==> src/design/hkm_pkg.sv <==
package hkm_pkg;
	localparam int TRIGGER_SLOTS = 16;
	localparam int HELD_KEYS = 8;
	localparam int SLOT_W = 4;
	localparam int HELD_W = 3;
	localparam int CNT_W = 4;

	localparam logic [1:0] ACT_PRESS = 2'd0;
	localparam logic [1:0] ACT_RELEASE = 2'd1;
	localparam logic [1:0] ACT_WRITE = 2'd2;
	localparam logic [1:0] ACT_CLEAR = 2'd3;

	typedef enum logic [3:0] {
		ST_IDLE, ST_FIND, ST_SHIFT, ST_REM_KEY, ST_SCAN_OLD, ST_SCAN_NEW,
		ST_EMIT_UP, ST_EMIT_DN, ST_NEXT_KEY, ST_SCAN_OWN, ST_EMIT_OWN, ST_FLUSH
	} state_t;

	// controller -> datapath
	typedef struct packed {
		logic load;      // capture input item
		logic tbl_write;
		logic tbl_clear;
		logic scan_clr;  // reset scan slot and best
		logic scan_step; // evaluate one slot
		logic use_new;   // scan with new mods, else held mods
		logic key_sel;   // 0: input key, 1: held key at index
		logic save_old;  // copy best into old
		logic idx_clr;
		logic idx_inc;
		logic push;
		logic shift;     // held[idx] <= held[idx+1]
		logic pop;
		logic commit_mods;
		logic pend_load; // capture slot of the pending result
		logic pend_old;  // 1: pending slot from old, 0: from best
	} cmd_t;

	// datapath -> controller
	typedef struct packed {
		logic [1:0] action;
		logic is_mod;
		logic mods_change;
		logic scan_done;
		logic found;
		logic idx_match;  // held[idx] == key
		logic idx_end;    // idx == held_count
		logic shift_end;  // idx+1 >= held_count
		logic full;
		logic best_valid;
		logic old_valid;
		logic differ;
	} stat_t;
endpackage

==> src/design/hkm_if.sv <==
interface hkm_in_if;
	logic valid;
	logic ready;
	logic [1:0] action;
	logic [7:0] key_code;
	logic [7:0] key_modifier_bits;
	logic [3:0] slot_index;
	logic [7:0] slot_key;
	logic [7:0] slot_modifiers;
	logic slot_enable;
	modport source (output valid, action, key_code, key_modifier_bits, slot_index,
		slot_key, slot_modifiers, slot_enable, input ready);
	modport sink (input valid, action, key_code, key_modifier_bits, slot_index,
		slot_key, slot_modifiers, slot_enable, output ready);
endinterface

interface hkm_out_if;
	logic valid;
	logic ready;
	logic [3:0] trigger_slot;
	logic went_down;
	logic last;
	modport source (output valid, trigger_slot, went_down, last, input ready);
	modport sink (input valid, trigger_slot, went_down, last, output ready);
endinterface

==> src/design/hkm_datapath.sv <==
module hkm_datapath (
	input  logic clk,
	input  logic arst_n,
	input  hkm_pkg::cmd_t cmd,
	output hkm_pkg::stat_t stat,
	input  logic [1:0] in_action,
	input  logic [7:0] in_key,
	input  logic [7:0] in_kmod,
	input  logic [3:0] in_sidx,
	input  logic [7:0] in_skey,
	input  logic [7:0] in_smod,
	input  logic in_sen,
	output logic [3:0] out_slot
);
	import hkm_pkg::*;

	logic [TRIGGER_SLOTS-1:0] valid_q;
	logic [7:0] tkey_q [TRIGGER_SLOTS];
	logic [7:0] tmod_q [TRIGGER_SLOTS];
	logic [7:0] held_q [HELD_KEYS];
	logic [CNT_W-1:0] count_q;
	logic [7:0] mods_q;
	logic [1:0] act_q;
	logic [7:0] key_q, kmod_q;
	logic [CNT_W-1:0] idx_q;
	logic [SLOT_W:0] slot_q;
	logic best_v_q, old_v_q;
	logic [3:0] best_q, old_q, best_d_q;
	logic [3:0] pend_slot_q;

	logic [7:0] new_mods, scan_mods, scan_key, diff;
	logic [3:0] d;
	logic [SLOT_W-1:0] si;
	logic [HELD_W-1:0] idx_lo, idx_nx;
	logic cand;

	assign idx_lo = idx_q[HELD_W-1:0];
	assign idx_nx = idx_lo + 1'b1;
	assign new_mods = (act_q == ACT_PRESS) ? (mods_q | kmod_q) : (mods_q & ~kmod_q);
	assign scan_mods = cmd.use_new ? new_mods : mods_q;
	assign scan_key = cmd.key_sel ? held_q[idx_lo] : key_q;
	assign si = slot_q[SLOT_W-1:0];
	assign diff = tmod_q[si] ^ scan_mods;
	always_comb begin
		d = '0;
		for (int b = 0; b < 8; b++) d = d + {3'd0, diff[b]};
	end
	assign cand = valid_q[si] && (tkey_q[si] == scan_key) &&
		((tmod_q[si] & scan_mods) == tmod_q[si]);

	// table valid bits and control registers
	always_ff @(posedge clk or negedge arst_n) begin
		if (!arst_n) begin
			valid_q <= '0;
			count_q <= '0;
			mods_q <= '0;
			idx_q <= '0;
			slot_q <= '0;
			best_v_q <= 1'b0;
			old_v_q <= 1'b0;
		end else begin
			if (cmd.tbl_clear) valid_q <= '0;
			if (cmd.tbl_write) valid_q[in_sidx] <= in_sen;
			if (cmd.push) count_q <= count_q + 1'b1;
			if (cmd.pop) count_q <= count_q - 1'b1;
			if (cmd.commit_mods) mods_q <= new_mods;
			if (cmd.idx_clr) idx_q <= '0;
			else if (cmd.idx_inc) idx_q <= idx_q + 1'b1;
			if (cmd.scan_clr) begin
				slot_q <= '0;
				best_v_q <= 1'b0;
			end else if (cmd.scan_step) begin
				slot_q <= slot_q + 1'b1;
				if (cand && (!best_v_q || d < best_d_q)) best_v_q <= 1'b1;
			end
			if (cmd.save_old) old_v_q <= best_v_q;
		end
	end

	// payload registers
	always_ff @(posedge clk) begin
		if (cmd.load) begin
			act_q <= in_action;
			key_q <= in_key;
			kmod_q <= in_kmod;
		end
		if (cmd.tbl_write) begin
			tkey_q[in_sidx] <= in_skey;
			tmod_q[in_sidx] <= in_smod;
		end
		if (cmd.push) held_q[count_q[HELD_W-1:0]] <= key_q;
		if (cmd.shift) held_q[idx_lo] <= held_q[idx_nx];
		if (cmd.scan_step && cand && (!best_v_q || d < best_d_q)) begin
			best_q <= si;
			best_d_q <= d;
		end
		if (cmd.save_old) old_q <= best_q;
		if (cmd.pend_load) pend_slot_q <= cmd.pend_old ? old_q : best_q;
	end

	assign out_slot = pend_slot_q;
	assign stat.action = act_q;
	assign stat.is_mod = (kmod_q != 8'd0);
	assign stat.mods_change = (new_mods != mods_q);
	assign stat.scan_done = (slot_q == 5'(TRIGGER_SLOTS - 1)) && cmd.scan_step;
	assign stat.found = best_v_q;
	assign stat.idx_match = (held_q[idx_lo] == key_q);
	assign stat.idx_end = (idx_q == count_q);
	assign stat.shift_end = (idx_q + 4'd1 >= count_q);
	assign stat.full = (count_q == CNT_W'(HELD_KEYS));
	assign stat.best_valid = best_v_q;
	assign stat.old_valid = old_v_q;
	assign stat.differ = (best_v_q != old_v_q) || (best_v_q && best_q != old_q);
endmodule

==> src/design/hkm_ctrl.sv <==
module hkm_ctrl (
	input  logic clk,
	input  logic arst_n,
	input  logic in_valid,
	output logic in_ready,
	output logic out_valid,
	input  logic out_ready,
	output logic out_down,
	output logic out_last,
	output hkm_pkg::cmd_t cmd,
	input  hkm_pkg::stat_t stat
);
	import hkm_pkg::*;

	state_t state_q, state_d;
	logic pend_q, pend_d;  // a result is held back until it is known whether it is last
	logic pdown_q, pdown_d;

	// state and pending result registers
	always_ff @(posedge clk or negedge arst_n) begin
		if (!arst_n) begin
			state_q <= ST_IDLE;
			pend_q <= 1'b0;
			pdown_q <= 1'b0;
		end else begin
			state_q <= state_d;
			pend_q <= pend_d;
			pdown_q <= pdown_d;
		end
	end

	// next state and commands
	always_comb begin
		state_d = state_q;
		cmd = '0;
		in_ready = 1'b0;
		out_valid = 1'b0;
		out_down = pdown_q;
		out_last = 1'b0;
		pend_d = pend_q;
		pdown_d = pdown_q;
		case (state_q)
			ST_IDLE: begin
				in_ready = 1'b1;
				cmd.load = in_valid;
				if (in_valid) state_d = ST_FIND;
			end
			ST_FIND: begin
				if (stat.action == ACT_WRITE) begin
					state_d = ST_IDLE;
				end else if (stat.action == ACT_CLEAR) begin
					cmd.tbl_clear = 1'b1;
					state_d = ST_IDLE;
				end else if (stat.is_mod) begin
					cmd.idx_clr = 1'b1;
					cmd.scan_clr = 1'b1;
					state_d = stat.mods_change ?
						(stat.idx_end ? ST_SCAN_OWN : ST_SCAN_OLD) : ST_IDLE;
					if (stat.mods_change && stat.idx_end) cmd.commit_mods = 1'b1;
				end else if (stat.idx_end) begin
					cmd.scan_clr = 1'b1;
					if (stat.action == ACT_PRESS && !stat.full) begin
						cmd.push = 1'b1;
						cmd.idx_clr = 1'b1;
						state_d = ST_SCAN_OWN;
					end else begin
						state_d = ST_IDLE;
					end
				end else if (stat.idx_match) begin
					if (stat.action == ACT_PRESS) state_d = ST_IDLE;
					else state_d = ST_SHIFT;
				end else begin
					cmd.idx_inc = 1'b1;
				end
				if (state_d == ST_IDLE) cmd.idx_clr = 1'b1;
			end
			ST_SHIFT: begin
				if (stat.shift_end) begin
					cmd.pop = 1'b1;
					cmd.idx_clr = 1'b1;
					cmd.scan_clr = 1'b1;
					state_d = ST_SCAN_OWN;
				end else begin
					cmd.shift = 1'b1;
					cmd.idx_inc = 1'b1;
				end
			end
			ST_SCAN_OLD: begin
				cmd.key_sel = 1'b1;
				cmd.scan_step = 1'b1;
				if (stat.scan_done) state_d = ST_REM_KEY;
			end
			ST_REM_KEY: begin
				cmd.save_old = 1'b1;
				cmd.scan_clr = 1'b1;
				state_d = ST_SCAN_NEW;
			end
			ST_SCAN_NEW: begin
				cmd.key_sel = 1'b1;
				cmd.use_new = 1'b1;
				cmd.scan_step = 1'b1;
				if (stat.scan_done) state_d = ST_EMIT_UP;
			end
			ST_EMIT_UP: begin
				// a new result pushes the held one out, never as last
				if (stat.differ && stat.old_valid) begin
					out_valid = pend_q;
					if (!pend_q || out_ready) begin
						cmd.pend_load = 1'b1;
						cmd.pend_old = 1'b1;
						pend_d = 1'b1;
						pdown_d = 1'b0;
						state_d = ST_EMIT_DN;
					end
				end else begin
					state_d = ST_EMIT_DN;
				end
			end
			ST_EMIT_DN: begin
				if (stat.differ && stat.best_valid) begin
					out_valid = pend_q;
					if (!pend_q || out_ready) begin
						cmd.pend_load = 1'b1;
						pend_d = 1'b1;
						pdown_d = 1'b1;
						state_d = ST_NEXT_KEY;
					end
				end else begin
					state_d = ST_NEXT_KEY;
				end
			end
			ST_NEXT_KEY: begin
				cmd.idx_inc = 1'b1;
				cmd.scan_clr = 1'b1;
				state_d = ST_SCAN_OLD;
				if (stat.shift_end) begin
					cmd.idx_clr = 1'b1;
					cmd.commit_mods = 1'b1;
					state_d = ST_SCAN_OWN;
				end
			end
			ST_SCAN_OWN: begin
				cmd.scan_step = 1'b1;
				if (stat.scan_done) state_d = ST_EMIT_OWN;
			end
			ST_EMIT_OWN: begin
				if (stat.best_valid) begin
					out_valid = pend_q;
					if (!pend_q || out_ready) begin
						cmd.pend_load = 1'b1;
						pend_d = 1'b1;
						pdown_d = (stat.action == ACT_PRESS);
						state_d = ST_FLUSH;
					end
				end else begin
					state_d = ST_FLUSH;
				end
			end
			ST_FLUSH: begin
				// the held result is the final one of this transaction
				if (pend_q) begin
					out_valid = 1'b1;
					out_last = 1'b1;
					if (out_ready) begin
						pend_d = 1'b0;
						state_d = ST_IDLE;
					end
				end else begin
					state_d = ST_IDLE;
				end
			end
			default: state_d = ST_IDLE;
		endcase
	end
endmodule

==> src/design/hotkey_modifier_matcher_top.sv <==
// Sequential matcher: one input transaction at a time, one slot compared per cycle.
// Table write/clear: the item is accepted, decoded in ST_FIND, then ready again.
// Key press/release: list search, own scan, emit, flush. A modifier change first
// runs, per held key, an old scan, a new scan and the up and down emits.
// Each result is held one step so the final one can carry last, and waits until
// taken. Reset clears all slots, held keys and modifiers at once.
module hotkey_modifier_matcher_top (
	input logic clk,
	input logic arst_n,
	hkm_in_if.sink in_ch,
	hkm_out_if.source out_ch
);
	import hkm_pkg::*;

	cmd_t cmd;
	stat_t stat;
	logic [3:0] out_slot;
	logic down, lst;

	hkm_ctrl u_ctrl (
		.clk(clk), .arst_n(arst_n),
		.in_valid(in_ch.valid), .in_ready(in_ch.ready),
		.out_valid(out_ch.valid), .out_ready(out_ch.ready),
		.out_down(down), .out_last(lst),
		.cmd(cmd), .stat(stat)
	);

	// a write lands in the table on the accepting edge
	cmd_t dp_cmd;
	always_comb begin
		dp_cmd = cmd;
		dp_cmd.tbl_write = in_ch.valid && in_ch.ready &&
			(in_ch.action == ACT_WRITE);
	end

	hkm_datapath u_dp (
		.clk(clk), .arst_n(arst_n), .cmd(dp_cmd), .stat(stat),
		.in_action(in_ch.action), .in_key(in_ch.key_code),
		.in_kmod(in_ch.key_modifier_bits), .in_sidx(in_ch.slot_index),
		.in_skey(in_ch.slot_key), .in_smod(in_ch.slot_modifiers),
		.in_sen(in_ch.slot_enable),
		.out_slot(out_slot)
	);

	assign out_ch.trigger_slot = out_slot;
	assign out_ch.went_down = down;
	assign out_ch.last = lst;
endmodule
==> src/flat_wrapper.sv <==
// flat-port wrapper written by rule: the top's interface ports become plain ports
module hotkey_modifier_matcher_top_flat import hkm_pkg::*;
  (clk, arst_n, in_ch_valid, in_ch_action, in_ch_key_code, in_ch_key_modifier_bits, in_ch_slot_index, in_ch_slot_key, in_ch_slot_modifiers, in_ch_slot_enable, in_ch_ready, out_ch_valid, out_ch_trigger_slot, out_ch_went_down, out_ch_last, out_ch_ready);
  hkm_in_if in_ch_i ();
  hkm_out_if out_ch_i ();
  input logic clk;
  input logic arst_n;
  input wire logic [$bits(in_ch_i.valid)-1:0] in_ch_valid;
  input wire logic [$bits(in_ch_i.action)-1:0] in_ch_action;
  input wire logic [$bits(in_ch_i.key_code)-1:0] in_ch_key_code;
  input wire logic [$bits(in_ch_i.key_modifier_bits)-1:0] in_ch_key_modifier_bits;
  input wire logic [$bits(in_ch_i.slot_index)-1:0] in_ch_slot_index;
  input wire logic [$bits(in_ch_i.slot_key)-1:0] in_ch_slot_key;
  input wire logic [$bits(in_ch_i.slot_modifiers)-1:0] in_ch_slot_modifiers;
  input wire logic [$bits(in_ch_i.slot_enable)-1:0] in_ch_slot_enable;
  output wire logic [$bits(in_ch_i.ready)-1:0] in_ch_ready;
  output wire logic [$bits(out_ch_i.valid)-1:0] out_ch_valid;
  output wire logic [$bits(out_ch_i.trigger_slot)-1:0] out_ch_trigger_slot;
  output wire logic [$bits(out_ch_i.went_down)-1:0] out_ch_went_down;
  output wire logic [$bits(out_ch_i.last)-1:0] out_ch_last;
  input wire logic [$bits(out_ch_i.ready)-1:0] out_ch_ready;
  assign in_ch_i.valid = in_ch_valid;
  assign in_ch_i.action = in_ch_action;
  assign in_ch_i.key_code = in_ch_key_code;
  assign in_ch_i.key_modifier_bits = in_ch_key_modifier_bits;
  assign in_ch_i.slot_index = in_ch_slot_index;
  assign in_ch_i.slot_key = in_ch_slot_key;
  assign in_ch_i.slot_modifiers = in_ch_slot_modifiers;
  assign in_ch_i.slot_enable = in_ch_slot_enable;
  assign in_ch_ready = in_ch_i.ready;
  assign out_ch_valid = out_ch_i.valid;
  assign out_ch_trigger_slot = out_ch_i.trigger_slot;
  assign out_ch_went_down = out_ch_i.went_down;
  assign out_ch_last = out_ch_i.last;
  assign out_ch_i.ready = out_ch_ready;
  hotkey_modifier_matcher_top u_core (.clk(clk), .arst_n(arst_n), .in_ch(in_ch_i), .out_ch(out_ch_i));
endmodule
==> config.mk <==
export PLATFORM = sky130hd
export DESIGN_NAME = hotkey_modifier_matcher_top_flat
export DESIGN_NICKNAME = d
export VERILOG_FILES = /design/src/design/hkm_pkg.sv /design/src/design/hkm_if.sv /design/src/design/hkm_datapath.sv /design/src/design/hkm_ctrl.sv /design/src/design/hotkey_modifier_matcher_top.sv /design/src/flat_wrapper.sv
export SDC_FILE = /design/constraint.sdc
export NUM_CORES = 1
export LEC_CHECK = 0
export BUFFER_PORTS_ARGS = -buffer_cell sky130_fd_sc_hd__buf_2
export CAP_MARGIN = 20
export CORE_MARGIN = 3
export CORE_UTILIZATION = 60
export DETAILED_ROUTE_END_ITERATION = 8
export PLACE_DENSITY = 0.77
export SYNTH_ARGS = -nofsm -noshare
export SYNTH_HDL_FRONTEND = slang
export SYNTH_HIERARCHICAL = 1
export SYNTH_SLANG_ARGS = --single-unit
==> constraint.sdc <==
create_clock -name clk -period 7.8 [get_ports clk]
set_input_delay 1.17 -clock clk [delete_from_list [all_inputs] [get_ports clk]]
set_output_delay 1.17 -clock clk [all_outputs]
set_load 0.05 [all_outputs]
==> out/results.tsv, run 1 <==
stage	metric	value	unit
critical_path	reg2regPathDepth	14	
logic_synthesis	synth.net_count	1265	
hold_path	hp-start	u_core/u_dp/count_q[3]	
critical_path	critPathKind	flop to flop	
route	drtAntennaViolNets	0	
clock_tree	clk_pin_slew_worst_paths	0.06	ns
clock_tree	insertion_delay	0.55	ns
floorplanning	initial_core_util	0.614	
clock_tree	cts_buffers	41	
final_layout	antennaDiodeCount	0	
clock_tree	cts_root_buf	clkbuf_16	
global_routing	grt_max_degree	46	
global_routing	grt.total_usage	0.252	
placement	port_buffers	50	
floorplanning	fp.dieW	181	um
logic_synthesis	avgSynthCellArea	15.4	um2
final_layout	final_common_cell	edfxtp_1	
route	vias	10800	
power	power_density	340	nW/um2
hold_path	holdPathEnd	u_core/u_dp/count_q[3]	
floorplanning	die_h	181	um
clock_tree	clock_sinks	399	
route	viasPerCell	6.47	
timing	timing.fmax	0.162	GHz
hold_path	whs_path_depth	1	
logic_synthesis	synthCells	1194	
critical_path	rrSetupSlack	1.62	ns
floorplanning	ios	51	
floorplanning	num_rows	63	
logic_synthesis	yosysWarnings	6	
global_routing	grt_pass1_vias	10600	
critical_path	crit_fanout	44	
clock_tree	post_cts_buffers	0	
logic_synthesis	syn_area	18400	um2
critical_path	reg2reg_from	u_core/u_dp/slot_q[0]	
critical_path	worstSetupStartpointType	flop	
final_layout	nets	1315	
global_routing	antenna_found_initial	2	
timing	setup_viol	0	
global_routing	grt_pass1_wl	63500	um
final_layout	syn_to_final_growth	10.7	%
critical_path	cp-end-kind	flop	
placement	dp_hpwl	25900	um
timing	fin_crit_sh	0.793	
critical_path	arrival	6.39	ns
clock_tree	ctsHoldBuffers	0	
timing	clock_skew	0.0191	ns
global_routing	grt_overflow	0	
final_layout	fin_util	0.680	
timing	hold_viol_final	0	
route	wire_per_inst	24.6	um
power	leakage	6.97	nW
clock_tree	cts_htree_levels	2	
power	irDropWorstVdd	279	uV
clock_tree	post_cts_resized	0	
placement	place_congestion	0.867	
job	cap_violations	0	
route	drc	0	
route	drt-initial-drc-count	1189	
floorplanning	coreArea	30000	um2
final_layout	layout-drive-gt1-share	0.222	
route	drtPass1Iterations	5	
clock_tree	cts_buffer_depth	3	
timing	hold_ws	0.518	ns
timing	rsz0062_at_grt	no	
timing	setup_tns	0	ns
hold_path	hold_class	flop to flop	
timing	relSlewSlack	0.212	
floorplanning	dieArea	32800	um2
route	routed_wl	41000	um
critical_path	regToRegEndpoint	u_core/u_dp/best_d_q[1]	
timing	worstMarginPinSlew	1.17	ns
run_status	status	completed	
timing	period_needed	6.18	ns
timing	setup_ws	1.62	ns
clock_tree	cts_tree	built	
critical_path	required	8.01	ns
placement	place_ws	1.64	ns
final_layout	layout_common_cells	354 x edfxtp_1, 93 x mux4_2, 92 x nand2_1	
timing	finalMaxSlewViolations	0	
[worst max-delay path by stage]
| stage | start | slack, ns | end | cells after the start |
|---|---|---|---|---|
| floorplan | u_core/u_dp/slot_q[0] | 1.72 | u_core/u_dp/best_d_q[0] | 18 |
| global placement | u_core/u_dp/slot_q[0] | 1.71 | u_core/u_dp/best_d_q[0] | 14 |
| detailed placement | u_core/u_dp/slot_q[0] | 1.64 | u_core/u_dp/best_d_q[1] | 14 |
| CTS | u_core/u_dp/slot_q[0] | 1.57 | u_core/u_dp/best_d_q[3] | 14 |
| global route | u_core/u_dp/slot_q[0] | 1.25 | u_core/u_dp/best_q[0] | 14 |
| finish | u_core/u_dp/slot_q[0] | 1.62 | u_core/u_dp/best_d_q[1] | 14 |
[state kept, by name (all words and copies together), names as in the netlist, 5 cells and up]
| register | count |
|---|---|
| u_core/u_dp/mods_q | 8 |
| u_core/u_dp/tmod_q | 128 |
| u_core/u_dp/slot_q | 5 |
| u_core/u_dp/tkey_q | 128 |
| u_core/u_dp/held_q | 64 |
| u_core/u_dp/key_q | 8 |
| u_core/u_dp/valid_q | 16 |
| u_core/u_dp/kmod_q | 8 |
[where the power goes]
group / switching [mW] / leakage [nW] / internal [mW] / total (mW)
Clock: 0.799 / 0.634 / 1.08 / 1.88
Combinational: 1.20 / 2.56 / 1.10 / 2.30
Sequential: 0.227 / 3.77 / 2.52 / 2.75
[metrics by stage]
step | cells | total power [mW] | cell area (um2)
final | 1663 | 6.93 | 20400
after global routing | 1663 | 7.33 | 20400
after CTS | 1659 | 6.95 | 20300
after detailed placement | 1587 | 5.04 | 19000
after global placement | 1587 | 4.95 | 19000
after floorplan | 1194 | 4.53 | 18400
[routing by layer]
layer / GRT usage / wire length [um]
met3: 0.0376 / 3050
met2: 0.409 / 20400
met4: 0.0740 / 1080
met1: 0.364 / 16500
met5: 0 / 27
[layout make-up]
cell class / count / area (um2)
clock buffers: 49 / 1070
clock inverters: 23 / 238
fillers: 1998 / 9590
inverters: 22 / 82.6
multi-input cells: 698 / 6240
flip-flops and latches: 399 / 11800
well taps: 390 / 488
repair buffers: 82 / 488
[worst max-delay path: stages (launching register included)]
cell and delay [ns]:
dfrtp_4 0.98, mux4_2 0.61, mux4_2 0.48, ha_1 0.31, fa_1 0.53, fa_1 0.56
inv_1 0.05, ha_1 0.21, fa_1 0.57, ha_1 0.24, a21o_1 0.16, a21o_1 0.18
a21o_1 0.18, a2111oi_1 0.35, and3_1 0.43
No activity file was read; power rests on OpenSTA's default activity.
==> run 2: changes to the inputs <==
- CORE_UTILIZATION: 60 -> 56
- PLACE_DENSITY: 0.77 -> 0.76
- clock period: 7.8 -> 5.1 ns (I/O delays scaled with it)
==> run 2 against run 1 <==
Effect of this change:
- the run now ends with setup timing left
- worst hold slack got worse by 0.18 ns
- maximum frequency grew 15%
- core utilization fell by 2.8 points
- clock skew is 0.00060 ns higher
==> out/results.tsv, run 2 (synthesis results as in run 1) <==
stage	metric	value	unit
run_status	status	complete, but fails checks	
run_status	violations	setup timing	
critical_path	arrival	5.63	ns
critical_path	crit_chain	buf_12 > buf_12 > mux4_2 > mux4_2 > ha_4 > fa_1 > fa_1 > inv_1 > ha_2 > fa_1 > ha_1 > a21o_1 > a21o_1 > a21o_1 > a2111oi_4 > and3_4	
placement	place_congestion	0.883	
route	routed_wl	41700	um
final_layout	syn_to_final_growth	13.2	%
critical_path	critPathKind	flop to flop	
floorplanning	ios	51	
route	vias	10700	
critical_path	reg2reg_from	u_core/u_dp/slot_q[0]	
critical_path	crit_slowest_cell	dfrtp_4	
timing	setup_tns	-2.32	ns
clock_tree	ctsHoldBuffers	0	
hold_path	hold_class	input pin to async pin	
power	power_density	522	nW/um2
clock_tree	cts_tree	built	
timing	timing.fmax	0.186	GHz
placement	postPlaceCellArea	19400	um2
clock_tree	insertion_delay	0.55	ns
critical_path	required	5.34	ns
global_routing	grt_pass1_vias	10700	
clock_tree	cts_htree_levels	2	
timing	relSlewSlack	0.241	
global_routing	antenna_found_initial	1	
global_routing	grt_max_degree	46	
timing	setup_ws	-0.291	ns
final_layout	fin_area	20800	um2
route	drt-initial-drc-count	1091	
floorplanning	initial_core_util	0.576	
power	leakage	7.16	nW
floorplanning	die_h	187	um
critical_path	worstSetupStartpointType	flop	
power	p_total	10.9	mW
timing	worstMarginPinSlew	1.14	ns
critical_path	crit_path_max_incr_delay	0.51	ns
critical_path	cp_num_buf_inv	3	
critical_path	cp-end-kind	flop	
route	wire_per_inst	24.0	um
route	viasPerCell	6.16	
placement	dp_hpwl	25600	um
final_layout	layout-drive-gt1-share	0.247	
route	drtAntennaViolNets	0	
timing	period_needed	5.39	ns
critical_path	crit_fanout	10	
route	drc	0	
timing	clock_skew	0.0197	ns
timing	finalMaxSlewViolations	0	
placement	place_ws	-0.381	ns
global_routing	grt_overflow	0	
final_layout	fin_util	0.651	
clock_tree	cts_buffer_depth	3	
global_routing	grt_pass1_wl	64100	um
global_routing	grt.total_usage	0.240	
power	irDropWorstVdd	497	uV
floorplanning	coreArea	32000	um2
final_layout	antennaDiodeCount	0	
clock_tree	clock_sinks	399	
timing	hold_viol_final	0	
final_layout	nets	1345	
clock_tree	cts_root_buf	clkbuf_16	
job	cap_violations	0	
final_layout	reg_top3	u_core/u_dp/tkey_q: 128 flops, u_core/u_dp/tmod_q: 128 flops, u_core/u_dp/held_q: 64 flops	
timing	rsz0062_at_grt	yes	
final_layout	layout_common_cells	354 x edfxtp_1, 93 x mux4_2, 92 x nand2_1	
floorplanning	dieArea	35100	um2
final_layout	num-fill-cells	2207	
timing	fin_crit_sh	1.06	
critical_path	cpLargestDelayFamily	adder cells	
final_layout	final_common_cell	edfxtp_1	
clock_tree	cts_buffers	40	
route	drtPass1Iterations	5	
placement	port_buffers	50	
clock_tree	clk_pin_slew_worst_paths	0.06	ns
critical_path	crit_path_start	u_core/u_dp/slot_q[0]	
timing	setup_viol	8	
floorplanning	num_rows	65	
floorplanning	fp.dieW	187	um
[run 2: changes by cell type in the layout (fill, tap and decap cells not counted), sizes merged]
cell / change
clkinv: -9
buf: +31
inv: +1
bufinv: -1
clkinvlp: -2
clkbuf: +13
[run 2: where the power goes]
group | switching (mW) | internal (mW) | leakage [nW]
Clock | 1.21 | 1.68 | 0.639
Sequential | 0.187 | 3.85 | 3.77
Combinational | 2.09 | 1.85 | 2.75
[run 2: repair_timing]
item | in CTS | in global routing
resized for setup | 3 | 1
setup endpoints to repair | 9 | 9
buffers inserted | 2 | 0
[run 2: worst register-to-register path: stages (launching register included)]
cell       delay [ns]
dfrtp_4          0.51
buf_12           0.17
buf_12           0.13
mux4_2           0.43
mux4_2           0.51
ha_4             0.29
fa_1             0.42
fa_1             0.49
inv_1            0.04
ha_2             0.18
fa_1             0.49
ha_1             0.31
a21o_1           0.16
a21o_1           0.17
a21o_1           0.21
a2111oi_4        0.29
and3_4           0.29
[run 2: worst paths after layout]
check | depth (start not counted) | slack [ns] | to
min in group clk | 1 | 0.40 | u_core/u_dp/key_q[1]
min reg2reg | 1 | 0.52 | u_core/u_ctrl/pend_q
max reg2reg | 16 | -0.29 | u_core/u_dp/best_q[0]
max | 16 | -0.29 | u_core/u_dp/best_q[0]
min | 2 | 0.34 | u_core/u_dp/mods_q[4]
max in group asynchronous | 2 | 4.28 | u_core/u_dp/slot_q[0]
[run 2: cell type report]
type | instances | area, um2 | share of cell area
Sequential cell | 399 | 11800 | 0.565
Timing Repair Buffer | 113 | 806 | 0.0387
Clock buffer | 62 | 1160 | 0.0559
Inverter | 22 | 82.6 | 0.00397
Clock inverter | 12 | 138 | 0.00661
Multi-Input combinational cell | 698 | 6320 | 0.304
Tap cell | 435 | 544 | 0.0261
[run 2: routing by layer]
metal | vias to the layer above | routed length, um | track usage
li1 | 4798 | - | -
met1 | 5417 | 16700 | 0.327
met2 | 410 | 20900 | 0.395
met3 | 102 | 2790 | 0.0401
met4 | 2 | 1320 | 0.0837
met5 | - | 13 | 0
[run 2: per-stage QoR]
step / hold WS (ns) / cells
floorplan: 0.420 / 1194
global route: 0.386 / 1741
detailed placement: 0.508 / 1661
finish: 0.336 / 1741
global placement: 0.505 / 1661
CTS: 0.344 / 1737
